### config.mk
export PLATFORM = sky130hd
export DESIGN_NAME = dvf_div
export DESIGN_NICKNAME = d
export VERILOG_FILES = /design/src/dvf_div.sv
export SDC_FILE = /design/constraint.sdc
export NUM_CORES = 2
export LEC_CHECK = 0
export BUFFER_PORTS_ARGS = -buffer_cell sky130_fd_sc_hd__buf_2
export CAP_MARGIN = 20
export CORE_UTILIZATION = 45
export CTS_BUF_LIST = sky130_fd_sc_hd__clkbuf_4 sky130_fd_sc_hd__clkbuf_8
export DETAILED_ROUTE_END_ITERATION = 12
export GPL_ROUTABILITY_DRIVEN = 0
export GPL_TIMING_DRIVEN = 0
export PLACE_DENSITY = 0.66
export SYNTH_ARGS = -nofsm -noshare
export SYNTH_HDL_FRONTEND = slang
export SYNTH_SLANG_ARGS = --single-unit
### constraint.sdc
create_clock -name aclk -period 3.8 [get_ports aclk]
set_input_delay 0.19 -clock aclk [delete_from_list [all_inputs] [get_ports aclk]]
set_output_delay 0.19 -clock aclk [all_outputs]
set_load 0.01 [all_outputs]
### src/dvf_div.sv
`timescale 1ns / 1ps
// ----------------------------------------------------------------------------
// dvf_div
// Pipelined restoring divider, one quotient bit per stage, with sideband.
// ----------------------------------------------------------------------------
module dvf_div #(
    parameter int NUM_W  = 32,
    parameter int DEN_W  = 16,
    parameter int SIDE_W = 8
) (
    input  logic              aclk,
    input  logic              aresetn,
    input  logic              ce,
    input  logic              in_valid,
    input  logic [NUM_W-1:0]  in_num,
    input  logic [DEN_W-1:0]  in_den,
    input  logic [SIDE_W-1:0] in_side,
    output logic              out_valid,
    output logic [NUM_W-1:0]  out_quot,
    output logic [SIDE_W-1:0] out_side
);

    logic [NUM_W-1:0]  num_reg  [NUM_W];
    logic [DEN_W-1:0]  rem_reg  [NUM_W];
    logic [DEN_W-1:0]  den_reg  [NUM_W];
    logic [SIDE_W-1:0] side_reg [NUM_W];
    logic [NUM_W-1:0]  vld_reg;

    for (genvar k = 0; k < NUM_W; k++) begin : g_stage
        logic [NUM_W-1:0]  num_prev;
        logic [DEN_W-1:0]  rem_prev;
        logic [DEN_W-1:0]  den_prev;
        logic [SIDE_W-1:0] side_prev;
        logic              vld_prev;
        logic [DEN_W:0]    trial;
        logic              ge;
        logic [DEN_W:0]    diff;

        if (k == 0) begin : g_first
            assign num_prev  = in_num;
            assign rem_prev  = '0;
            assign den_prev  = in_den;
            assign side_prev = in_side;
            assign vld_prev  = in_valid;
        end else begin : g_next
            assign num_prev  = num_reg[k-1];
            assign rem_prev  = rem_reg[k-1];
            assign den_prev  = den_reg[k-1];
            assign side_prev = side_reg[k-1];
            assign vld_prev  = vld_reg[k-1];
        end

        assign trial = {rem_prev, num_prev[NUM_W-1]};
        assign ge    = trial >= {1'b0, den_prev};
        assign diff  = ge ? trial - {1'b0, den_prev} : trial;

        always_ff @(posedge aclk) begin
            if (!aresetn) begin
                vld_reg[k] <= 1'b0;
            end else if (ce) begin
                vld_reg[k] <= vld_prev;
            end
        end

        always_ff @(posedge aclk) begin
            if (ce) begin
                num_reg[k]  <= {num_prev[NUM_W-2:0], ge};
                rem_reg[k]  <= diff[DEN_W-1:0];
                den_reg[k]  <= den_prev;
                side_reg[k] <= side_prev;
            end
        end
    end

    assign out_valid = vld_reg[NUM_W-1];
    assign out_quot  = num_reg[NUM_W-1];
    assign out_side  = side_reg[NUM_W-1];

endmodule

Word-level counts from Yosys, hierarchy flattened --
Memory sizes are Yosys's and may differ from the RTL's. Cells that the tools add are included.
Cells by class: $add $sub $neg 32, multiplexer cells 34, $lt $le $gt $ge 32
Operators with widths (number):
- $ge A17 B16 Y1 | 31
- $mux W16 | 32
- $sub A16 B16 Y16 | 31
- $ge A1 B16 Y1 | 1
- $sub A1 B16 Y16 | 1
- $mux W1 | 2
Storage, ports and cells: RAM bits 2304, register bits after elaboration 32, logic and storage cells 134, memories kept 4
Memories:
- num_reg | words 32, bits a word 32, read ports 32, clocked after memory_dff 0, write ports 32, line 23 | logic [NUM_W-1:0] num_reg [NUM_W];
- den_reg | words 32, bits a word 16, read ports 31, clocked after memory_dff 0, write ports 32, line 25 | logic [DEN_W-1:0] den_reg [NUM_W];
- rem_reg | words 32, bits a word 16, read ports 31, clocked after memory_dff 0, write ports 32, line 24 | logic [DEN_W-1:0] rem_reg [NUM_W];
- side_reg | words 32, bits a word 8, read ports 32, clocked after memory_dff 0, write ports 32, line 26 | logic [SIDE_W-1:0] side_reg [NUM_W];

Longest topological paths before layout --
An unclocked memory read counts as a cell.
depth after elaboration 3, mapped depth 13, gate-level depth less buffers 11

Worst setup path before layout --
Ideal clock, no wire load.
path type register -> register, from memory den_reg[27][1] (netlist: den_reg[6][49]), to memory rem_reg[28][10] (netlist: rem_reg[7][10]), data pin, cell stages (with the launch flop) 12, buffers on the path 1, arrival time 2.742 ns, slack 0.798 ns, period minus slack after synthesis 3.002 ns, path through edfxtp_1 inv_1 ha_1 nor2b_1 o31a_1 o211ai_1 nand2_1 a31oi_2 a21oi_2 a2111oi_4 buf_6 mux2_2
RTL lines (line):
- start: declaration | 25
- end: declaration | 24

==> impl_metrics.env <==
export IMPL_worst_setup_path_start_kind="flop"
export IMPL_initial_core_util=0.452
export IMPL_rsz0062_at_grt="false"
export IMPL_io_buffers=100
export IMPL_crit_buf_inv=2
export IMPL_drive_above_1_share=0.146
export IMPL_grt_pass1_vias=55214
export IMPL_grt_usage=0.152
export IMPL_worstRegToRegCells=10
export IMPL_crit_chain="inv_1, ha_1, nor2b_1, o31ai_2, a211oi_1, a2111oi_2, nor2_1, o41ai_4, clkbuf_1, o21ai_0"
export IMPL_dieArea_um2=223000
export IMPL_crit_type="reg -> reg"
export IMPL_cp_max_fo=10
export IMPL_grt_antenna_before_repair=3
export IMPL_finalSetupViolations=0
export IMPL_finalCritPeriodShare=0.958
export IMPL_grt_first_pass_wirelength_um=276000
export IMPL_pre_cts_ws_ns=-0.405
export IMPL_critPathCaptureType="flop"
export IMPL_core_um2=220000
export IMPL_max_cap_violations=0
export IMPL_avgSynthCellArea_um2=14.9
export IMPL_cp_slowest_stage_delay_ns=0.54
export IMPL_avgViaCountPerCell=5.22
export IMPL_drtAntennaViolNets=0
export IMPL_yosysSeqAreaShare=0.694
export IMPL_power_frac_clock=0.256
export IMPL_layout_common_cells="edfxtp_1 (2272), inv_1 (628), ha_1 (498)"
export IMPL_synth_flop_cell="edfxtp_1"
export IMPL_clockBufferDepth=4
export IMPL_root_buffer="clkbuf_8"
export IMPL_grt_max_degree=189
export IMPL_synthTopCellsByArea="edfxtp_1 (69%), ha_1 (6.3%), mux2_2 (2.9%)"
export IMPL_vdd_ir_drop_max_uv=384
export IMPL_gr_total_overflow=0
export IMPL_switching_power_mw=27.2
export IMPL_syn_to_final_growth_pct=13.8
export IMPL_hpwl_um=112000
export IMPL_async_reset_ff_frac=0
export IMPL_clk_insertion_delay_late_ns=1.05
export IMPL_path_depth=10
export IMPL_synth_area_um2=99300
export IMPL_die_h_um=472
export IMPL_yosysWarningCount=0
export IMPL_synth_edf_count=2272
export IMPL_cp_top_family="compound AO/OA/AOI/OAI gates"
export IMPL_drv_slew=0
export IMPL_clk_pin_slew_worst_paths_ns=0.06
export IMPL_finalWorstSetupSlack_ns=0.158
export IMPL_power_internal_mw=59.6
export IMPL_critPathSlowestCell="o41ai_4"
export IMPL_numCtsBuffers=405
export IMPL_run_status="complete, no violations"
export IMPL_ys_types=90
export IMPL_num_rows=172
export IMPL_worstHoldPathType="in -> reg"
export IMPL_cellPowerDensity_nw_per_um2=767
export IMPL_yosysTopAreaCell="edfxtp_1"
export IMPL_ys_ff_latch=2304
export IMPL_syn_inst=6658
export IMPL_die_width_um=472
export IMPL_required_ns=4.48
export IMPL_slew_headroom=0.310
export IMPL_final_util=0.515
export IMPL_largest_reg_flops=1024
export IMPL_finalHoldViolCount=0
export IMPL_boundaryPins=101
export IMPL_power_frac_comb=0.328
export IMPL_wl_per_cell_um=16.3
export IMPL_layout_commonest_cell="edfxtp_1"
export IMPL_cts_sinks=2304
export IMPL_layout_nets=7900
export IMPL_fin_area_um2=113000
export IMPL_cts_tree="yes"
export IMPL_nFillCells=18038
export IMPL_htree_levels=5
export IMPL_skew_ns=0.0862
export IMPL_via_count=54673
export IMPL_synth_top_cell_area_share=0.687
export IMPL_wirelength_um=171000
export IMPL_period_needed_ns=3.64
export IMPL_dpl_cell_area_um2=104000
export IMPL_drt_initial_drc_count=3536
export IMPL_whs_path_depth=4
export IMPL_power_frac_seq=0.416
export IMPL_fmax_mhz=275
export IMPL_first_pass_iters=8
export IMPL_p_leak_nw=43.2
export IMPL_drc=0
export IMPL_swShare=0.314
export IMPL_syn_num_nets=7246
export IMPL_worstPathArrival_ns=4.32
export IMPL_worst_pin_slew_ns=1.04
[worst register-to-register path: stages (launching register included)]
cell and delay [ns]:
edfxtp_1 0.44, inv_1 0.08, ha_1 0.23, nor2b_1 0.15
o31ai_2 0.34, a211oi_1 0.21, a2111oi_2 0.46, nor2_1 0.16
o41ai_4 0.54, clkbuf_1 0.46, o21ai_0 0.25
[cells by family (layout without fill, tap and decap cells)]
group | count (synthesis) | after routing | share of synthesized area
other | 0 | 1 | 0
and+or+nand+nor | 1248 | 1248 | 0.0625
DFF | 2304 | 2304 | 0.694
xor gates and xnor gates | 307 | 307 | 0.0271
muxes | 353 | 353 | 0.0392
AOI/OAI and AO/OA | 1212 | 1212 | 0.0811
buffers and inverters | 706 | 1653 | 0.0277
adders and majority gates | 528 | 528 | 0.0688
[cell usage after synthesis, drive strengths merged, types with 40 or more instances]
| cell | count |
|---|---|
| edfxtp | 2272 |
| inv | 633 |
| ha | 498 |
| a21oi | 316 |
| o21ai | 301 |
| nand2 | 294 |
| nor2 | 291 |
| mux2 | 269 |
| xnor2 | 201 |
| nor2b | 136 |
| nor3 | 121 |
| a21o | 110 |
| xor2 | 106 |
| o21a | 94 |
| nand3 | 87 |
| mux2i | 84 |
| nand4 | 63 |
| nand2b | 56 |
| o31ai | 50 |
| or3 | 49 |
| a211oi | 48 |
| clkbuf | 40 |
[final cells by class]
type	instances	area, um2	share of cell area
clock buffers	534	6600	0.0584
plain buffers	73	372	0.00329
clock inverters	166	1240	0.0109
diodes	1	2.50	0.0000221
repair buffers	247	2300	0.0203
flip-flops and latches	2304	68900	0.609
well taps	2871	3590	0.0318
inverters	633	2380	0.0210
multi-input cells	3648	27700	0.245
[repair_timing]
| item | 4_1_cts | 5_1_grt |
|---|---|---|
| resized for setup | 0 | 2 |
| endpoints found under the setup margin | 0 | 32 |
| endpoints found under the hold margin | 219 | 0 |
| hold buffers | 125 | 0 |
| buffers inserted | 0 | 9 |
[per-layer routing]
metal | track usage | vias up | wire (um)
met2 | 0.262 | 1285 | 84800
met1 | 0.183 | 26464 | 72100
met3 | 0.0312 | 473 | 7970
met4 | 0.0667 | 0 | 6290
met5 | 0 | - | 0
li1 | - | 26451 | -
[stage by stage]
stage               power, mW  setup TNS [ns]  instances  hold slack, ns
floorplan                57.4               0       6658           0.289
global placement         65.1               -       9629           0.366
finish                   86.8               0      10477           0.163
global route             92.1               0      10477          0.0909
CTS                      87.4               0      10467        0.000351
detailed placement       64.4          -20.32       9642           0.368
[final timing paths]
kind                                                    end  slack [ns]                       from
worst max register to register     rem_reg[5][12]$_DFFE_PP_        0.16   den_reg[4][49]$_DFFE_PP_
worst min-delay path            rem_reg[0][8]$_SDFFCE_PP0P_        0.16                 in_den[14]
worst max-delay path               rem_reg[5][12]$_DFFE_PP_        0.16   den_reg[4][49]$_DFFE_PP_
worst min register to register     num_reg[5][23]$_DFFE_PP_        0.37  num_reg[4][118]$_DFFE_PP_
[power by group through the flow]
stage	clock, mW	sequential [mW]	combinational [mW]
global route	24.2	36.5	31.4
detailed placement	0	36.6	27.8
finish	22.2	36.1	28.5
CTS	23.2	36.1	28.2
global placement	0	38.3	26.9
floorplan	0	35.7	21.7
No activity file was read; power rests on OpenSTA's default activity.
