[config.mk]
export PLATFORM = sky130hd
export DESIGN_NAME = dvf_front
export DESIGN_NICKNAME = d
export VERILOG_FILES = /design/src/dvf_pkg.sv /design/src/dvf_front.sv
export SDC_FILE = /design/constraint.sdc
export NUM_CORES = 2
export LEC_CHECK = 0
export ABC_CLOCK_PERIOD_IN_PS = 15800
export BUFFER_PORTS_ARGS = -buffer_cell sky130_fd_sc_hd__buf_2
export CORE_UTILIZATION = 60
export DETAILED_ROUTE_END_ITERATION = 6
export PLACE_DENSITY = 0.79
export RECOVER_POWER = 100
export SETUP_SLACK_MARGIN = 0.2
export SYNTH_ARGS = -nofsm -noshare
export SYNTH_HDL_FRONTEND = slang
export SYNTH_SLANG_ARGS = --single-unit
[constraint.sdc]
create_clock -name aclk -period 15.8 [get_ports aclk]
set_input_delay 1.58 -clock aclk [delete_from_list [all_inputs] [get_ports aclk]]
set_output_delay 1.58 -clock aclk [all_outputs]
set_load 0.01 [all_outputs]
[src/dvf_pkg.sv]
`timescale 1ns / 1ps
// ----------------------------------------------------------------------------
// dvf_pkg
// Types, codes and constants shared by the viewport fit pipeline.
// ----------------------------------------------------------------------------
package dvf_pkg;

    localparam logic [15:0] DEFAULT_W = 16'd1280;
    localparam logic [15:0] DEFAULT_H = 16'd720;

    localparam logic [2:0] MODE_STRETCH = 3'd0;
    localparam logic [2:0] MODE_NATIVE  = 3'd1;
    localparam logic [2:0] MODE_INTEGER = 3'd2;
    localparam logic [2:0] MODE_FIT     = 3'd3;
    localparam logic [2:0] MODE_CUSTOM  = 3'd4;

    localparam logic [2:0] ASP_SOURCE = 3'd0;
    localparam logic [2:0] ASP_16_9   = 3'd1;
    localparam logic [2:0] ASP_4_3    = 3'd2;
    localparam logic [2:0] ASP_3_2    = 3'd3;
    localparam logic [2:0] ASP_1_1    = 3'd4;
    localparam logic [2:0] ASP_10_9   = 3'd5;

    localparam logic REG_MODE   = 1'b0;
    localparam logic REG_ASPECT = 1'b1;

    localparam int AQ_W = 33;
    localparam int AD_W = 17;
    localparam int BQ_W = 32;
    localparam int BD_W = 16;

    typedef struct packed {
        logic [15:0] source_width;
        logic [15:0] source_height;
        logic [15:0] display_width;
        logic [15:0] display_height;
    } in_word_t;

    typedef struct packed {
        logic signed [15:0] view_x;
        logic signed [15:0] view_y;
        logic [15:0]        view_width;
        logic [15:0]        view_height;
        logic [31:0]        scale_x;
        logic [31:0]        scale_y;
        logic               keep_previous;
    } out_word_t;

    typedef struct packed {
        logic [2:0]  mode;
        logic        wide;
        logic [15:0] sw;
        logic [15:0] sh;
        logic [15:0] dw;
        logic [15:0] dh;
    } front_ctx_t;

    typedef struct packed {
        logic [2:0]  mode;
        logic [15:0] dw;
        logic [15:0] dh;
        logic [15:0] vw;
        logic [15:0] vh;
    } back_ctx_t;

endpackage

[src/dvf_front.sv]
`timescale 1ns / 1ps
// ----------------------------------------------------------------------------
// dvf_front
// Default sizes, target aspect, cross products and first divider operands.
// ----------------------------------------------------------------------------
module dvf_front import dvf_pkg::*; (
    input  logic            aclk,
    input  logic            aresetn,
    input  logic            ce,
    input  logic            in_valid,
    input  in_word_t        in_word,
    input  logic [2:0]      mode,
    input  logic [2:0]      aspect,
    output logic            out_valid,
    output front_ctx_t      out_ctx,
    output logic [AQ_W-1:0] ax_num,
    output logic [AD_W-1:0] ax_den,
    output logic [AQ_W-1:0] ay_num,
    output logic [AD_W-1:0] ay_den
);

    logic [15:0] sw_next, sh_next, dw_next, dh_next, num_next, den_next;
    logic        v0_reg, v1_reg, v2_reg;
    front_ctx_t  c0_reg, c1_reg, c2_reg;
    logic [15:0] num0_reg, den0_reg, num1_reg, den1_reg;
    logic [31:0] pw_reg, ph_reg;
    logic [AQ_W-1:0] axn_reg, ayn_reg, axn_next, ayn_next;
    logic [AD_W-1:0] axd_reg, ayd_reg, axd_next, ayd_next;
    logic        wide_next;

    always_comb begin
        sw_next = (in_word.source_width   == '0) ? DEFAULT_W : in_word.source_width;
        sh_next = (in_word.source_height  == '0) ? DEFAULT_H : in_word.source_height;
        dw_next = (in_word.display_width  == '0) ? DEFAULT_W : in_word.display_width;
        dh_next = (in_word.display_height == '0) ? DEFAULT_H : in_word.display_height;
        case (aspect)
            ASP_16_9: begin num_next = 16'd16; den_next = 16'd9; end
            ASP_4_3:  begin num_next = 16'd4;  den_next = 16'd3; end
            ASP_3_2:  begin num_next = 16'd3;  den_next = 16'd2; end
            ASP_1_1:  begin num_next = 16'd1;  den_next = 16'd1; end
            ASP_10_9: begin num_next = 16'd10; den_next = 16'd9; end
            default:  begin num_next = sw_next; den_next = sh_next; end
        endcase
    end

    always_comb begin
        wide_next = pw_reg > ph_reg;
        axn_next  = {{(AQ_W-16){1'b0}}, c1_reg.dw};
        axd_next  = {1'b0, c1_reg.sw};
        ayn_next  = {{(AQ_W-16){1'b0}}, c1_reg.dh};
        ayd_next  = {1'b0, c1_reg.sh};
        if (c1_reg.mode == MODE_FIT) begin
            if (wide_next) begin
                axn_next = {ph_reg, 1'b0} + {17'd0, den1_reg};
                axd_next = {den1_reg, 1'b0};
            end else begin
                ayn_next = {pw_reg, 1'b0} + {17'd0, num1_reg};
                ayd_next = {num1_reg, 1'b0};
            end
        end
    end

    always_ff @(posedge aclk) begin
        if (!aresetn) begin
            v0_reg <= 1'b0;
            v1_reg <= 1'b0;
            v2_reg <= 1'b0;
        end else if (ce) begin
            v0_reg <= in_valid;
            v1_reg <= v0_reg;
            v2_reg <= v1_reg;
        end
    end

    always_ff @(posedge aclk) begin
        if (ce) begin
            c0_reg      <= '{mode: mode, wide: 1'b0, sw: sw_next, sh: sh_next,
                             dw: dw_next, dh: dh_next};
            num0_reg    <= num_next;
            den0_reg    <= den_next;
            c1_reg      <= c0_reg;
            num1_reg    <= num0_reg;
            den1_reg    <= den0_reg;
            pw_reg      <= c0_reg.dw * den0_reg;
            ph_reg      <= c0_reg.dh * num0_reg;
            c2_reg      <= '{mode: c1_reg.mode, wide: wide_next, sw: c1_reg.sw,
                             sh: c1_reg.sh, dw: c1_reg.dw, dh: c1_reg.dh};
            axn_reg     <= axn_next;
            axd_reg     <= axd_next;
            ayn_reg     <= ayn_next;
            ayd_reg     <= ayd_next;
        end
    end

    assign out_valid = v2_reg;
    assign out_ctx   = c2_reg;
    assign ax_num    = axn_reg;
    assign ax_den    = axd_reg;
    assign ay_num    = ayn_reg;
    assign ay_den    = ayd_reg;

endmodule

Yosys cells after proc, flatten, opt, wreduce, memory -nomap -nowiden
Index checks and enable logic that the tools add are counted.
Cells by class
  mux-type cells: 12
  eq/ne operators: 6
  bitwise gates (word level): 1
  order comparisons: 1
  add/sub/neg operators: 2
  multipliers: 2
  reduce and logical (&&, ||, !) cells: 7
Operators with widths (number)
  16-bit two-way mux: 10
  16-bit case mux with 5 select lines: 1
  33-bit by 16-bit adder with 33-bit output: 2
  16-bit zero test: 4
  16-bit by 16-bit multiplier with 32-bit output: 2
  16-bit case mux with 4 select lines: 1
  32-bit greater-than comparator: 1
  3-bit by 2-bit equality test with 1-bit output (second input constant): 3
  3-bit equality test (second input constant): 2
  2-bit OR reduction: 2
  3-bit by 1-bit equality test with 1-bit output (second input constant): 1
  2-bit AND reduction: 1
  1-bit NOT: 1
Word-level totals
  input bits: 74
  word-level logic and storage cells: 64
  bits in registers: 433
  output and inout bits: 169

Longest topological paths before layout
  word-level depth: 3
  gate-level depth with buffers: 22
  gate-level depth less buffers: 21

Worst setup path before layout
No wires, ideal clock.
  path kind: flip-flop to flip-flop
  start: register den0_reg[1]
  end: register pw_reg[24], data pin
  path buffers: 1
  library setup time: 0.265 ns
  setup slack: 9.831 ns
  data arrival time: 5.705 ns
  period minus slack after synthesis: 5.969 ns
  cell stages (with the launch flop): 21
  required time: 15.535 ns
  cells stage by stage: edfxtp_1 clkbuf_1 nand2_1 fa_1 fa_1 fa_1 fa_1 inv_1 fa_1 inv_1 fa_1 inv_1 ha_1 a21o_1 a21o_1 a21oi_1 a21boi_0 o21ai_0 a21boi_0 nand3b_1 nand3_1
Between the ends
  word-level cells in the longest chain between the ends: 1
RTL lines
  from (decl): RTL line dvf_front.sv:25  | logic [15:0] num0_reg, den0_reg, num1_reg, den1_reg;
  from (signal assigned): RTL line dvf_front.sv:80  | den0_reg <= den_next;
  16-bit by 16-bit multiplier with 32-bit output: RTL line dvf_front.sv:84  | pw_reg <= c0_reg.dw * den0_reg;
  to (signal assigned): RTL line dvf_front.sv:84
  to (decl): RTL line dvf_front.sv:26  | logic [31:0] pw_reg, ph_reg;
No other way between the ends.
A chain may end at the register's enable or synchronous reset.

Worst setup path after layout
  start: input port ce
  end: register c2_reg (netlist bit out_ctx[31]), enable pin
RTL lines
  from (decl): RTL line dvf_front.sv:9  | input logic ce,
  to (signal assigned): RTL line dvf_front.sv:86  | c2_reg <= '{mode: c1_reg.mode, wide: wide_next, sw: c1_reg.sw,
  to (decl): RTL line dvf_front.sv:24  | front_ctx_t c0_reg, c1_reg, c2_reg;
No word-level cell between the ends.

==> qor.txt <==
Post-DP HPWL: 66,400 um
Gates resized, CTS repair: 0
GRT Total Usage: 0.308
CTS max path bufs: 3
Failing checks: capacitance limit, slew limit
Synth area leader: edfxtp_1
Root Driver: clkbuf_16
Setup CP Type: in -> reg
Ports: 243
Die Y: 242 um
Status: finished with violations
Number of antenna violations at the first check in global routing: 4
Hold endpoint: c1_reg[62]
Mapped Avg Cell Area: 11.3 sq um
Fill count: 4,395
Row count: 87
Hold Crit Start: c0_reg[62]
Clock sinks: 433
H-tree Lvls: 2
Final Hold Viols: 0
Yosys cell types: 64
Max-cap check violation count: 6
Asr flop ratio synth: 0
Worst r2r src: num0_reg[10]
Tcrit/Tclk final: 0.579
Overflow after GRT: 0
CTS buffer count: 46
Synthesized net count: 3,785
Leading cell type by number of instances after synthesis: inv_1
Initial Util: 0.609
Post-synthesis register bit count: 433
DRC: 0
Relative slew slack: -2.98
Most common library cells after synthesis: inv_1, edfxtp_1, fa_1
Max FFs per register: 68
Worst Path Arrival: 9390 ps
Max Slew Vio Count: 342
Drt first pass iters: 5
Worst setup path start: ce
Chip width: 242 um
Seq/Total Area, Yosys: 0.376
Synth warn: 0
Worst-Margin Slew: 5970 ps
Area occupied by multi-input gates: 19,000 sq um
Synth top area share: 0.374
Die area: 58,500 sq um
Min Tclk post-route: 9150 ps
FF/Latch Area: 13,000 sq um
Critical R2R Capture: ph_reg[31]
Post-route ant nets: 0
FMAX: 109 MHz
Core Box Area: 56,600 sq um
Hold path depth: 0
RSZ-0062 raised after global routing: false
Sum of negative setup slack: 0 ps
Startpoint type of the worst setup path: primary input
Flop2flop setup slack: 8540 ps
CP max FO: 183
Post-Route WL: 87,800 um
Post-CTS Setup Bufs: 0
CTS tree: built
PortBufs: 242
Via/cell ratio: 5.79
CP Capture Type: flip-flop
Share of cells above drive strength 1: 0.0473
Skew final: 26.2 ps
HP Class: reg -> reg
Total Nets Final: 3,952
Via Count: 23,200
Post-synth EDFFs: 430
Vias in the first global route: 24,200
Synth area leaders: edfxtp_1, fa_1, ha_1
Post-synthesis instance area: 34,500 sq um
Global-route wire length before repair: 137,000 um
Largest net degree at the start of global routing: 184
Main synth FF type: edfxtp_1
Setup violators final: 0
Min Hold Slack: 405 ps
Final Wtd Congestion: 0.944
Initial DRC Count: 2,118
Post-Synthesis Cells: 3,051
Worst-path clk slew: 60 ps
Cells on worst reg2reg path: 19
Syn-to-layout area delta: 8.68%
Latest clock arrival within the worst-skew pair: 620 ps
Hold_buf cts: 0
WL per Instance: 21.9 um
Required time of the critical path: 16,040 ps
-- cells in the final DEF (no fill, tap or decap), types with 11 or more instances in the layout --
| cell | Yosys | routed |
|---|---|---|
| or3_1 | 11 | 11 |
| and2_0 | 0 | 16 |
| xnor2_1 | 76 | 76 |
| fa_1 | 390 | 390 |
| and3_1 | 16 | 16 |
| nand2_1 | 313 | 313 |
| a21o_1 | 53 | 53 |
| mux2_2 | 46 | 41 |
| nand2b_1 | 22 | 22 |
| nand4_1 | 28 | 28 |
| o21a_1 | 14 | 14 |
| edfxtp_1 | 430 | 430 |
| o31ai_1 | 9 | 12 |
| nor4_1 | 24 | 24 |
| nand3_1 | 32 | 32 |
| and2_1 | 253 | 237 |
| nor2_1 | 75 | 75 |
| nor3_1 | 29 | 29 |
| inv_1 | 518 | 518 |
| o21bai_1 | 18 | 18 |
| a21oi_1 | 80 | 80 |
| buf_2 | 4 | 27 |
| a211oi_1 | 14 | 14 |
| clkbuf_1 | 126 | 231 |
| clkbuf_16 | 0 | 46 |
| mux2_1 | 4 | 18 |
| o21ai_0 | 47 | 49 |
| nor2b_1 | 36 | 36 |
| xor2_1 | 23 | 23 |
| ha_1 | 270 | 270 |
-- final cells by class --
class	instances	area share
diodes	2	0.000133
clock inverters	36	0.0129
repair buffers	256	0.0271
clock buffers	50	0.0311
inverters	518	0.0519
flip-flops and latches	433	0.346
multi-input cells	1963	0.506
well taps	756	0.0252
-- through the flow --
stage | utilization | cell area [sq um] | worst slack (ps) | std cells
floorplan | - | 34500 | 9830 | 3051
global placement | 0.640 | 36200 | 9210 | 3926
detailed placement | 0.640 | 36200 | 8970 | 3926
CTS | 0.669 | 37900 | 8930 | 4012
global route | 0.662 | 37500 | 5990 | 4012
finish | 0.662 | 37500 | 6650 | 4014
-- routing by layer --
metal  vias up  GRT usage  routed length, um
li1      10300          -                  -
met1     11600      0.433              36100
met2      1175      0.483              39900
met3       158     0.0617               8910
met4         0      0.100               2870
met5         -          0                  0
-- critical path, cell delays in order --
cell      delay, ps
clkbuf_1       4000
clkbuf_1       2860
buf_12          680
-- how the worst max path moves through the flow --
stage | to | slack [ps] | cells after the start
final | out_ctx[31] | 6650 | 3
after global routing | out_ctx[29] | 5990 | 3
after CTS | pw_reg[24] | 8930 | 19
after detailed placement | pw_reg[24] | 8970 | 19
after global placement | pw_reg[24] | 9210 | 20
after floorplan | pw_reg[24] | 9830 | 20
-- cell families (layout without fill, tap and decap cells) --
| logic type | Yosys count | count (layout) | synth area share |
|---|---|---|---|
| flip-flops | 433 | 433 | 0.376 |
| AND/OR/NAND/NOR | 857 | 857 | 0.126 |
| AO/OA/AOI/OAI | 282 | 282 | 0.0536 |
| multiplexers | 65 | 65 | 0.0220 |
| buffers and inverters | 655 | 860 | 0.0730 |
| other | 0 | 2 | 0 |
| XOR/XNOR | 99 | 99 | 0.0251 |
| adder cells (fa/ha/maj) | 660 | 660 | 0.324 |
Power is left out: the tool's default activity adds up to more than one toggle a clock period on the data nets, which glitch-free logic cannot reach.
