## src/dvf_pkg.sv

```systemverilog
`timescale 1ns / 1ps
// ----------------------------------------------------------------------------
// dvf_pkg
// Types, codes and constants shared by the viewport fit pipeline.
// ----------------------------------------------------------------------------
package dvf_pkg;

    localparam logic [15:0] DEFAULT_W = 16'd1280;
    localparam logic [15:0] DEFAULT_H = 16'd720;

    localparam logic [2:0] MODE_STRETCH = 3'd0;
    localparam logic [2:0] MODE_NATIVE  = 3'd1;
    localparam logic [2:0] MODE_INTEGER = 3'd2;
    localparam logic [2:0] MODE_FIT     = 3'd3;
    localparam logic [2:0] MODE_CUSTOM  = 3'd4;

    localparam logic [2:0] ASP_SOURCE = 3'd0;
    localparam logic [2:0] ASP_16_9   = 3'd1;
    localparam logic [2:0] ASP_4_3    = 3'd2;
    localparam logic [2:0] ASP_3_2    = 3'd3;
    localparam logic [2:0] ASP_1_1    = 3'd4;
    localparam logic [2:0] ASP_10_9   = 3'd5;

    localparam logic REG_MODE   = 1'b0;
    localparam logic REG_ASPECT = 1'b1;

    localparam int AQ_W = 33;
    localparam int AD_W = 17;
    localparam int BQ_W = 32;
    localparam int BD_W = 16;

    typedef struct packed {
        logic [15:0] source_width;
        logic [15:0] source_height;
        logic [15:0] display_width;
        logic [15:0] display_height;
    } in_word_t;

    typedef struct packed {
        logic signed [15:0] view_x;
        logic signed [15:0] view_y;
        logic [15:0]        view_width;
        logic [15:0]        view_height;
        logic [31:0]        scale_x;
        logic [31:0]        scale_y;
        logic               keep_previous;
    } out_word_t;

    typedef struct packed {
        logic [2:0]  mode;
        logic        wide;
        logic [15:0] sw;
        logic [15:0] sh;
        logic [15:0] dw;
        logic [15:0] dh;
    } front_ctx_t;

    typedef struct packed {
        logic [2:0]  mode;
        logic [15:0] dw;
        logic [15:0] dh;
        logic [15:0] vw;
        logic [15:0] vh;
    } back_ctx_t;

endpackage

```

## src/dvf_mid.sv

```systemverilog
`timescale 1ns / 1ps
// ----------------------------------------------------------------------------
// dvf_mid
// Viewport size from the first quotients, and operands of the scale divide.
// ----------------------------------------------------------------------------
module dvf_mid import dvf_pkg::*; (
    input  logic            aclk,
    input  logic            aresetn,
    input  logic            ce,
    input  logic            in_valid,
    input  front_ctx_t      in_ctx,
    input  logic [AQ_W-1:0] qx,
    input  logic [AQ_W-1:0] qy,
    output logic            out_valid,
    output back_ctx_t       out_ctx,
    output logic [BQ_W-1:0] bx_num,
    output logic [BD_W-1:0] bx_den,
    output logic [BQ_W-1:0] by_num,
    output logic [BD_W-1:0] by_den
);

    logic [AQ_W-1:0] kmin;
    logic [15:0]     k_next, fvw_next, fvh_next;
    logic            v0_reg, v1_reg;
    front_ctx_t      c0_reg;
    logic [15:0]     k_reg, fvw_reg, fvh_reg;
    logic [31:0]     pw_reg, ph_reg;
    back_ctx_t       bc_next, bc_reg;
    logic [15:0]     nx_next, ny_next, dx_next, dy_next;
    logic [15:0]     nx_reg, ny_reg, dx_reg, dy_reg;

    always_comb begin
        kmin     = (qx < qy) ? qx : qy;
        k_next   = (kmin == '0) ? 16'd1 : kmin[15:0];
        fvw_next = in_ctx.dw;
        fvh_next = in_ctx.dh;
        if (in_ctx.wide) begin
            fvw_next = (qx > AQ_W'(16'hFFFF)) ? 16'hFFFF : qx[15:0];
        end else begin
            fvh_next = (qy > AQ_W'(16'hFFFF)) ? 16'hFFFF : qy[15:0];
        end
    end

    always_comb begin
        bc_next = '{mode: c0_reg.mode, dw: c0_reg.dw, dh: c0_reg.dh, vw: '0, vh: '0};
        nx_next = 16'd1;
        ny_next = 16'd1;
        dx_next = 16'd1;
        dy_next = 16'd1;
        unique case (c0_reg.mode)
            MODE_STRETCH: begin
                bc_next.vw = c0_reg.dw;
                bc_next.vh = c0_reg.dh;
                nx_next = c0_reg.dw;
                ny_next = c0_reg.dh;
                dx_next = c0_reg.sw;
                dy_next = c0_reg.sh;
            end
            MODE_NATIVE: begin
                bc_next.vw = c0_reg.sw;
                bc_next.vh = c0_reg.sh;
            end
            MODE_INTEGER: begin
                bc_next.vw = (pw_reg > 32'h0000FFFF) ? 16'hFFFF : pw_reg[15:0];
                bc_next.vh = (ph_reg > 32'h0000FFFF) ? 16'hFFFF : ph_reg[15:0];
                nx_next = k_reg;
                ny_next = k_reg;
            end
            MODE_FIT: begin
                bc_next.vw = fvw_reg;
                bc_next.vh = fvh_reg;
                nx_next = fvw_reg;
                ny_next = fvh_reg;
                dx_next = c0_reg.sw;
                dy_next = c0_reg.sh;
            end
            default: begin
            end
        endcase
    end

    always_ff @(posedge aclk) begin
        if (!aresetn) begin
            v0_reg <= 1'b0;
            v1_reg <= 1'b0;
        end else if (ce) begin
            v0_reg <= in_valid;
            v1_reg <= v0_reg;
        end
    end

    always_ff @(posedge aclk) begin
        if (ce) begin
            c0_reg  <= in_ctx;
            k_reg   <= k_next;
            fvw_reg <= fvw_next;
            fvh_reg <= fvh_next;
            pw_reg  <= in_ctx.sw * k_next;
            ph_reg  <= in_ctx.sh * k_next;
            bc_reg  <= bc_next;
            nx_reg  <= nx_next;
            ny_reg  <= ny_next;
            dx_reg  <= dx_next;
            dy_reg  <= dy_next;
        end
    end

    assign out_valid = v1_reg;
    assign out_ctx   = bc_reg;
    assign bx_num    = {nx_reg, 16'd0};
    assign by_num    = {ny_reg, 16'd0};
    assign bx_den    = dx_reg;
    assign by_den    = dy_reg;

endmodule

```

## config.mk

```make
export PLATFORM = sky130hd
export DESIGN_NAME = dvf_mid
export DESIGN_NICKNAME = d
export VERILOG_FILES = /design/src/dvf_pkg.sv /design/src/dvf_mid.sv
export SDC_FILE = /design/constraint.sdc
export NUM_CORES = 2
export LEC_CHECK = 0
export BUFFER_PORTS_ARGS = -buffer_cell sky130_fd_sc_hd__buf_2
export CAP_MARGIN = 20
export CORE_MARGIN = 4
export CORE_UTILIZATION = 38
export CTS_CLUSTER_DIAMETER = 200
export DETAILED_ROUTE_END_ITERATION = 6
export GPL_TIMING_DRIVEN = 1
export PLACE_DENSITY_LB_ADDON = 0.12
export SETUP_SLACK_MARGIN = 0.15
export SLEW_MARGIN = 20
export SYNTH_ARGS = -nofsm -noshare
export SYNTH_HDL_FRONTEND = slang
export SYNTH_SLANG_ARGS = --single-unit
```

## constraint.sdc

```tcl
create_clock -name aclk -period 8.1 [get_ports aclk]
set_input_delay 0.405 -clock aclk [delete_from_list [all_inputs] [get_ports aclk]]
set_output_delay 0.405 -clock aclk [all_outputs]
set_load 0.05 [all_outputs]
```

## After elaboration in Yosys (flattened, before gate mapping)

Index checks and enable logic that the tools add are counted.

| storage, ports and cells | value |
|---|---|
| word-level logic and storage cells | 45 |
| register bits | 312 |
| output and inout port bits | 164 |
| bits of input ports | 138 |

| cells by class | value |
|---|---|
| reduce and logical (&&, ||, !) cells | 3 |
| magnitude comparators | 5 |
| $mul | 2 |
| equality and inequality tests | 3 |
| muxes and demuxes | 11 |

Operators by type and width:

| kind | count |
|---|---|
| $pmux 32 s4 | 1 |
| $mux 16 | 7 |
| $pmux 16 s3 | 2 |
| $gt 33x16->1 const B | 2 |
| $gt 32x16->1 const B | 2 |
| $mul 16x16->32 | 2 |
| $logic_not 33->1 | 1 |
| $lt 33x33->1 | 1 |
| $mux 33 | 1 |
| $eq 3x2->1 const B | 2 |
| $eq 3x1->1 const B | 1 |
| $logic_not 3->1 | 1 |
| $reduce_or 2->1 | 1 |

## Logic depth before layout (Yosys ltp)

| logic depth | value |
|---|---|
| depth in word-level cells | 5 |
| depth in mapped cells | 33 |
| mapped depth without buffers | 31 |

## Least setup slack after synthesis

No wires, ideal clock.

| timing | value |
|---|---|
| path kind | input to register |
| start | in qy[10] |
| end | reg ph_reg[30], data pin |
| arrival time | 7.705 ns |
| stages on the path | 32 |
| path buffers | 2 |
| library setup time | 0.258 ns |
| data required time | 7.842 ns |
| slack | 0.137 ns |
| path through | inv_1 > ha_1 > a21o_1 > a21o_1 > a21oi_1 > o21ai_1 > a221oi_2 > o41ai_4 > buf_4 > a21oi_2 > buf_2 > o21ai_0 > fa_1 > inv_1 > fa_1 > inv_1 > fa_1 > inv_1 > fa_1 > fa_1 > inv_1 > fa_1 > inv_1 > ha_1 > a21o_1 > or3_1 > a211oi_1 > o31ai_1 > a41oi_1 > o21ai_0 > a21oi_1 > xnor2_1 |

| on the way | value |
|---|---|
| longest elaborated chain between the ends | 5 |

Ends and longest elaborated chain:

| element | RTL line | source |
|---|---|---|
| start: declaration | dvf_mid.sv:13 | `input logic [AQ_W-1:0] qy,` |
| $lt 33x33->1 | dvf_mid.sv:33 | `kmin = (qx < qy) ? qx : qy;` |
| $mux 33 * | dvf_mid.sv:33 |  |
| $logic_not 33->1 | dvf_mid.sv:34 | `k_next = (kmin == '0) ? 16'd1 : kmin[15:0];` |
| $mux 16 * | dvf_mid.sv:34 |  |
| $mul 16x16->32 * | dvf_mid.sv:99 | `ph_reg <= in_ctx.sh * k_next;` |
| end signal: assignment | dvf_mid.sv:99 |  |
| end: declaration | dvf_mid.sv:27 | `logic [31:0] pw_reg, ph_reg;` |

Mark *: on every way between the ends. The rest lies on a longest branch, timed or not.
A chain may end at the register's enable or synchronous reset.

## Worst setup path after layout

| timing | value |
|---|---|
| start | in qx[10] |
| end | reg pw_reg[31], data pin |

| on the way | value |
|---|---|
| longest elaborated chain between the ends | 5 |

Ends and longest elaborated chain:

| element | RTL line | source |
|---|---|---|
| start: declaration | dvf_mid.sv:12 | `input logic [AQ_W-1:0] qx,` |
| $lt 33x33->1 | dvf_mid.sv:33 |  |
| $mux 33 * | dvf_mid.sv:33 |  |
| $logic_not 33->1 | dvf_mid.sv:34 |  |
| $mux 16 * | dvf_mid.sv:34 |  |
| $mul 16x16->32 * | dvf_mid.sv:98 | `pw_reg <= in_ctx.sw * k_next;` |
| end signal: assignment | dvf_mid.sv:98 |  |
| end: declaration | dvf_mid.sv:27 |  |

Marked as above.

==> metrics <==
Routed Antenna Nets 0; Hold Crit Depth 1; Starting Density 38.3%; Synth Flop Type edfxtp_1; vias per cell 5.38; largest net degree at the start of global routing 158; delay-heaviest family, CP adder cells; Syn Std Cell Area 31400 sq um; IO Pins 302; period utilization 95.6%; Inserted Clock Buffers 36; Worst Path Class, Setup input port to register; initial DRC count 1903; Slew @ Worst Pin 956 ps; WL per Instance 23.0 um; Root Driver clkbuf_16; total gr overflow 0; die height 296 um; Max clock buf depth 3; outcome finished clean; fin crit period 7740 ps; sequential area share after synthesis 29.8%; vias 24600; #FFs+latches synth 312; largest stage delay on the critical path 550 ps; Hold WC Path Type input port to register; Reg clk slew, reported paths 60 ps; ys async rst share 0%; RSZ-0062 raised after global routing true; num rows 105; CTS tree built; CP Max Fanout 22; initial antenna violation count 16; DRT Wirelength 105000 um; total core area 82000 sq um; die width 296 um; drt drc 0; Post-synth EDFFs 310; placed cell count 4485; Max Clock Freq 129 MHz; Critical Path Start Type input port; port bufs 269; met3 WL 7110 um; Crit path required time 8480 ps; most frequent cell on the critical path fa_1; Area Overhead vs Synth 19.1%; Top Metal Used met5; Final Hold Fails 0; post-synthesis mux area share 0.159%; share of cells above drive strength 1 21.1%; die area 87400 sq um; headroom to the max-slew limit 36.3%; Synth Area in Compound Gates 18.6%; GP Congestion 0.910; Num Clock Sinks 312; Core Util, Final 45.7%; worst path bufs/invs 9; Critical Path Sink Type register; slowest library cell on the worst path fa_1; largest family of logic cells by synthesized area adder cells; max reg flops 67; met2 WL 49500 um; first-pass detailed-route iteration total 5; Overall Global Routing Usage 23.9%; Worst Path Arrival 8120 ps; max-slew violations 0; wire length on met1 45200 um; Avg Cell Area, Syn 10.4 sq um; post-synth cell types 68; skew final 16.6 ps; post-DP HPWL 83400 um; Simple-Gate Fraction of Synth Area 6.34%; XOR/XNOR Fraction of Synth Area 1.48%; global-route wire length before repair 158000 um; H-tree depth reported by CTS 2; Clock Latency Late Sink 560 ps; WP depth 32; Final nets 4235; Final Instance Count excl. Fillers 4572; Mapped Cells 3019; Max Cap Viol 0; vias in the first global route 26000; yosys warns 0; Post-Synth Adder-Cell Area 34.3%; Worst R2R Path Depth 6; setup violators final 0
[final cells by class]
class | instances | area (sq um)
Inverter | 519 | 1950
Antenna cell | 10 | 25.0
Fill cell | 7919 | 44600
Sequential cell | 312 | 9350
Tap cell | 1070 | 1340
Multi-Input combinational cell | 1999 | 19500
Timing Repair Buffer | 601 | 4040
Clock buffer | 38 | 908
Clock inverter | 23 | 273
[path summary, 6_finish.rpt]
kind / start / to / slack, ps
hold / removal: in_ctx[2] / bc_next[34] / 40
setup / recovery: qx[10] / pw_reg[31] / 360
setup reg to reg: bc_next[64] / out_ctx[11] / 4860
hold reg to reg: bc_next[42] / out_ctx[42] / 440
[cell usage after synthesis, drive strengths merged (4+ instances only)]
master	count	area, sq um
inv	519	1950
fa	388	7770
edfxtp	310	9310
o21ai	279	1400
ha	240	3000
clkbuf	148	562
a21boi	138	1040
a21oi	136	718
nor2	102	383
a211oi	101	758
o21a	85	638
buf	72	427
nor2b	53	332
nand2	51	191
o22ai	41	300
a21o	40	300
xnor2	37	324
and2	36	225
nor3	32	165
and3	21	131
nand3	21	105
nor4	17	106
nand4	16	100
xor2	16	140
a21bo	15	150
or2	13	81.3
a31oi	11	96.3
o21bai	10	75.1
or3	7	43.8
or4	6	45.0
a221oi	5	62.6
a31o	5	43.8
mux2i	5	50.1
o211ai	5	42.5
a2111oi	4	35.0
nand2b	4	25.0
[logic make-up (layout without fill, tap and decap cells)]
kind of cell             after synthesis  in the layout
AO/OA/AOI/OAI                        895            895
other                                  1             42
multiplexers                           5              5
XOR/XNOR                              53             53
flip-flops                           312            312
adder cells (fa/ha/maj)              628            628
AND/OR/NAND/NOR                      386            386
buffers and inverters                739           1181
[metrics by stage]
stage / hold slack, ps / setup slack, ps / setup TNS, ps / area [sq um]
final: 36.6 / 357 / 0 / 37400
after global placement: 428 / -592 / -7960 / 35800
after CTS: 5.57 / 159 / 0 / 37000
after floorplan: 418 / 158 / 0 / 31500
after detailed placement: 424 / -622 / -9650 / 35800
after global routing: 17.8 / 65.5 / 0 / 37400
[cell usage in the layout, fill, tap and decap left out, types with 8 or more instances in the layout]
| cell type | Yosys | final |
|---|---|---|
| o21ai_0 | 252 | 232 |
| and3_1 | 21 | 21 |
| ha_1 | 240 | 240 |
| a21oi_4 | 0 | 9 |
| a211oi_1 | 101 | 100 |
| clkbuf_16 | 0 | 37 |
| xor2_1 | 16 | 16 |
| fa_1 | 388 | 388 |
| nand2_1 | 51 | 51 |
| a21o_1 | 40 | 39 |
| a21bo_2 | 15 | 15 |
| nor3_1 | 31 | 30 |
| o21a_1 | 85 | 85 |
| and2_1 | 36 | 36 |
| nor2_1 | 102 | 101 |
| buf_6 | 0 | 11 |
| nor4_1 | 17 | 16 |
| clkinv_1 | 0 | 8 |
| a21boi_1 | 0 | 19 |
| diode_2 | 0 | 10 |
| o21ai_1 | 27 | 45 |
| nor2b_1 | 53 | 52 |
| buf_12 | 0 | 9 |
| o22ai_1 | 34 | 32 |
| a21oi_1 | 126 | 120 |
| xnor2_1 | 37 | 37 |
| buf_2 | 20 | 268 |
| o21bai_1 | 10 | 10 |
| conb_1 | 1 | 32 |
| a21boi_0 | 138 | 119 |
| buf_4 | 35 | 308 |
| inv_1 | 519 | 518 |
| or2_2 | 13 | 13 |
| edfxtp_1 | 310 | 310 |
| nand3_1 | 21 | 21 |
| nand4_1 | 16 | 16 |
[per-layer routing]
| layer | track usage, % | vias to the layer above |
|---|---|---|
| met5 | 0 | - |
| met4 | 7.36 | 10 |
| met3 | 4.30 | 144 |
| met2 | 39.6 | 815 |
| met1 | 32.3 | 12500 |
| li1 | - | 11100 |
[timing repair]
item	4_1_cts	5_1_grt
setup buffers	0	14
pin swaps	0	18
gates resized for setup	13	89
gates cloned	0	1
endpoints found under the setup margin	6	28
hold buffers	0	0
Power is left out: the tool's default activity adds up to more than one toggle a clock period on the data nets, which glitch-free logic cannot reach.
